$ cat src/rtl/multichannel_block_averager_defines.svh
// ---------------------------------------------------------------------------
// multichannel_block_averager_defines
// Assertion helpers used by the block's datapath.
// ---------------------------------------------------------------------------
`ifndef MULTICHANNEL_BLOCK_AVERAGER_DEFINES_SVH
`define MULTICHANNEL_BLOCK_AVERAGER_DEFINES_SVH

// Same-cycle implication, disabled while reset is asserted.
`define MBAVG_ASSERT_IMP(lbl, clk, rst_n, ante, cons, msg) \
  lbl: assert property (@(posedge clk) disable iff (!(rst_n)) (ante) |-> (cons)) \
    else $error(msg);

// Condition that must never hold outside reset.
`define MBAVG_ASSERT_NEVER(lbl, clk, rst_n, cond, msg) \
  lbl: assert property (@(posedge clk) disable iff (!(rst_n)) 1'b1 |-> !(cond)) \
    else $error(msg);

`endif

$ cat src/rtl/mbavg_pkg.sv
// ---------------------------------------------------------------------------
// mbavg_pkg
// Shared widths, constants and control types of the block averager.
// ---------------------------------------------------------------------------
`timescale 1ns / 1ps
`default_nettype none

package mbavg_pkg;

  localparam int CHANNELS_DEF = 256;
  localparam int CH_IN_W      = 8;
  localparam int TS_W         = 48;
  localparam int VAL_W        = 32;
  localparam int CNT_W        = 8;
  localparam int TSUM_W       = 56;
  localparam int VSUM_W       = 40;
  localparam int ENTRY_W      = TSUM_W + VSUM_W + CNT_W;

  // one quotient bit per step over the full time-sum width
  localparam int DIV_STEPS    = TSUM_W;
  localparam int DIV_CNT_W    = $clog2(DIV_STEPS);

  localparam logic [CNT_W-1:0] BLEN_RESET = CNT_W'(3);

  localparam int PADDR_W      = 3;
  localparam int PDATA_W      = 32;
  localparam int REG_IDX_W    = PADDR_W - 2;
  localparam logic [REG_IDX_W-1:0] REG_BLOCK_LENGTH = '0;

  typedef enum logic [2:0] {
    ST_CLEAR,
    ST_IDLE,
    ST_READ,
    ST_DECIDE,
    ST_DIV,
    ST_HOLD
  } state_e;

  typedef struct packed {
    logic clear_we;
    logic load_in;
    logic rd_en;
    logic wr_en;
    logic div_start;
    logic div_step;
    logic out_load;
  } cmd_t;

  typedef struct packed {
    logic clear_last;
    logic in_range;
    logic emit;
    logic div_last;
    logic out_busy;
  } status_t;

endpackage

`default_nettype wire

$ cat src/rtl/mbavg_ctrl.sv
// ---------------------------------------------------------------------------
// mbavg_ctrl
// Sequencer: clearing sweep, read, update, divide and result hand-off.
// ---------------------------------------------------------------------------
`timescale 1ns / 1ps
`default_nettype none

module mbavg_ctrl (
  input  wire logic               clk_i,
  input  wire logic               rst_ni,
  input  wire logic               in_valid_i,
  output logic                    in_ready_o,
  input  wire mbavg_pkg::status_t status_i,
  output mbavg_pkg::cmd_t         cmd_o
);

  mbavg_pkg::state_e state_q, state_d;

  always_ff @(posedge clk_i or negedge rst_ni) begin
    if (!rst_ni) begin
      state_q <= mbavg_pkg::ST_CLEAR;
    end else begin
      state_q <= state_d;
    end
  end

  always_comb begin
    state_d    = state_q;
    cmd_o      = '0;
    in_ready_o = 1'b0;
    case (state_q)
      mbavg_pkg::ST_CLEAR: begin
        cmd_o.clear_we = 1'b1;
        if (status_i.clear_last) begin
          state_d = mbavg_pkg::ST_IDLE;
        end
      end
      mbavg_pkg::ST_IDLE: begin
        in_ready_o = 1'b1;
        if (in_valid_i) begin
          cmd_o.load_in = 1'b1;
          state_d       = mbavg_pkg::ST_READ;
        end
      end
      mbavg_pkg::ST_READ: begin
        // drop requests for channels outside the store
        if (status_i.in_range) begin
          cmd_o.rd_en = 1'b1;
          state_d     = mbavg_pkg::ST_DECIDE;
        end else begin
          state_d = mbavg_pkg::ST_IDLE;
        end
      end
      mbavg_pkg::ST_DECIDE: begin
        cmd_o.wr_en = 1'b1;
        if (status_i.emit) begin
          cmd_o.div_start = 1'b1;
          state_d         = mbavg_pkg::ST_DIV;
        end else begin
          state_d = mbavg_pkg::ST_IDLE;
        end
      end
      mbavg_pkg::ST_DIV: begin
        cmd_o.div_step = 1'b1;
        if (status_i.div_last) begin
          state_d = mbavg_pkg::ST_HOLD;
        end
      end
      mbavg_pkg::ST_HOLD: begin
        // wait until the previous result has been taken
        if (!status_i.out_busy) begin
          cmd_o.out_load = 1'b1;
          state_d        = mbavg_pkg::ST_IDLE;
        end
      end
      default: begin
        state_d = mbavg_pkg::ST_IDLE;
      end
    endcase
  end

endmodule

`default_nettype wire

$ cat config.mk
export PLATFORM = sky130hd
export DESIGN_NAME = mbavg_ctrl
export DESIGN_NICKNAME = d
export VERILOG_FILES = /design/src/rtl/multichannel_block_averager_defines.svh /design/src/rtl/mbavg_pkg.sv /design/src/rtl/mbavg_ctrl.sv
export SDC_FILE = /design/constraint.sdc
export NUM_CORES = 1
export LEC_CHECK = 0
export ABC_AREA = 0
export BUFFER_PORTS_ARGS = -buffer_cell sky130_fd_sc_hd__buf_2
export CAP_MARGIN = 20
export CORE_AREA = 3 3 40 42
export DETAILED_ROUTE_END_ITERATION = 6
export DIE_AREA = 0 0 43 45
export GPL_TIMING_DRIVEN = 0
export SYNTH_ARGS = -nofsm -noshare
export SYNTH_HDL_FRONTEND = slang
export SYNTH_SLANG_ARGS = --single-unit
$ cat constraint.sdc
create_clock -name clk_i -period 2 [get_ports clk_i]
set_clock_uncertainty 0.2 [all_clocks]
set_input_delay 0.1 -clock clk_i [delete_from_list [all_inputs] [get_ports clk_i]]
set_output_delay 0.1 -clock clk_i [all_outputs]
set_load 0.01 [all_outputs]
==> results_dict.tcl <==
set metrics [dict create \
    status "complete, no violations" \
    drv_slew 0 \
    clock_path_buffers 2 \
    rsz0062_at_grt "false" \
    syn_area_sq_um 253 \
    r2r_slack_ns 0.26 \
    grt_pass1_vias 278 \
    worst_pin_slew_ns 0.249 \
    hold_depth 3 \
    yosysSeqAreaShare_pct 29.7 \
    io_pins 16 \
    yosys.area.top_type "dfrtp_1" \
    vias_per_cell 4.21 \
    clock_sinks 3 \
    clk_latency_ns 0.24 \
    period_share_pct 87.1 \
    avgSynthCellArea_sq_um 8.72 \
    finalNetCount 62 \
    gr-total-overflow 0 \
    setup_viol 0 \
    postRouteAntennaNets 0 \
    synth_nets 37 \
    end_kind "register" \
    drive_above_1_share_pct 49.1 \
    layout_commonest_cell "buf_2" \
    max_freq_ghz 0.574 \
    post_cts_buffers 0 \
    largest-register "state_q" \
    reg.largest.list "state_q: 3 flops" \
    cp_max_fo 7 \
    fin_crit_ns 1.74 \
    grt_pass1_wl_microns 1140 \
    critPathKind "reg2reg" \
    postSynthCellCount 29 \
    drc_errors 0 \
    via_count 286 \
    root_buffer "clkbuf_4" \
    cts_tree "done" \
    cts_resized 0 \
    die_area_sq_um 1940 \
    leakagePower_uw 0.000224 \
    holdBufCountCts 5 \
    place_congestion 0.699 \
    worstPathRequired_ns 1.91 \
    core_sq_um 1280 \
    synth_top_area_share_pct 29.7 \
    antenna_found_initial 0 \
    synth.area.top_cells "dfrtp_1, nand2b_1, nor3b_2" \
    diodes 0 \
    synthToLayoutAreaGrowth_pct 67.3 \
    ir_drop_v 0.000443 \
    firstDrtPassIters 2 \
    finalHoldViolations 0 \
    cp.arrival_ns 1.66 \
    ys_warn_count 0 \
    die_y_microns 45 \
    ys_ff_latch 3 \
    tns_ns 0 \
    maxCapViolCount 0 \
    numCtsBuffers 3 \
    ff2ff_path_depth 4 \
    final_cell_mix "buf_2, dlygate4sd3_1, nand2b_1, clkbuf_4, dfrtp_1" \
    totalWireLength_microns 645 \
    worstSetupStartpointType "register" \
    start_util_pct 19.7 \
    hp-class "in2reg" \
    largest_reg_flops 3 \
    drtIter0Drc 2 \
    p_per_area_nw_per_um2 1380 \
    holdWs_ns 0.0119 \
    slew-limit-headroom_pct 83.4 \
    std_cell_rows 13 \
    yosysUniqueCellTypes 22 \
    die_width_microns 43 \
    wl_per_cell_microns 9.49 \
    h-tree-depth 1 \
    grt_use_total_pct 8.42 \
    portBuffers 15 \
    clk_pin_slew_ns 0.04 \
    post-route-util_pct 32.9 \
    grt_max_degree 11 \
    fill_cells 141 \
]
## routing by layer
layer / vias to the layer above / routed length (microns) / track usage (%)
li1: 150 / - / -
met1: 125 / 303 / 9.93
met2: 11 / 297 / 11.7
met3: 0 / 43 / 2.39
met4: 0 / 0 / 9.04
met5: - / 0 / 0
## Yosys cell counts (all sizes together)
| master | instances |
|---|---|
| inv | 2 |
| and3b | 1 |
| dfrtp | 3 |
| nand3b | 1 |
| nand2 | 2 |
| and3 | 1 |
| nor2b | 1 |
| and2 | 1 |
| o211a | 1 |
| buf | 2 |
| nand2b | 3 |
| a21oi | 1 |
| o31ai | 1 |
| nor3b | 1 |
| nand3 | 1 |
| a31o | 1 |
| and2b | 1 |
| nor4b | 1 |
| nor3 | 2 |
| nor2 | 2 |
## kinds of logic after synthesis
| kind of cell | synth area share (%) |
|---|---|
| simple gates | 46.5 |
| compound gates | 14.4 |
| buf+inv | 9.40 |
| flops | 29.7 |
## metrics by stage
step / worst slack, ns / instances / total power, uW / cell area, sq um
after CTS: 0.251 / 68 / 597 / 423
final: 0.258 / 68 / 585 / 423
after global routing: 0.195 / 68 / 644 / 423
after detailed placement: 0.645 / 59 / 460 / 347
after global placement: 0.655 / 59 / 454 / 347
after floorplan: 0.631 / 29 / 360 / 253
## critical path: stages (launching register included)
cell and delay [ns]:
dfrtp_1 0.47, and2b_2 0.27, nand2_1 0.07, a21oi_1 0.06, dlygate4sd3_1 0.55
## final timing paths
path | start | endpoint
worst min register to register | state_q[2] | state_q[2]
worst max register to register | state_q[1] | state_q[1]
worst max-delay path | state_q[1] | state_q[1]
max in group asynchronous | rst_ni | state_q[0]
worst min-delay path | status_i[0] | state_q[2]
min in group asynchronous | rst_ni | state_q[2]
## where the power goes
| group | internal, uW | total, uW | switching (uW) |
|---|---|---|---|
| Combinational | 184 | 364 | 179 |
| Clock | 74.9 | 109 | 33.8 |
| Sequential | 89.6 | 113 | 23.3 |
## layout make-up
class,instances,area (sq um),share of cell area [%]
Sequential cell,3,75.1,17.8
Clock buffer,4,26.3,6.21
Buffer,2,16.3,3.85
Tap cell,15,18.8,4.44
Timing Repair Buffer,20,125,29.6
Multi-Input combinational cell,22,154,36.4
Inverter,2,7.51,1.78
Power figures use the tool's default switching activity.
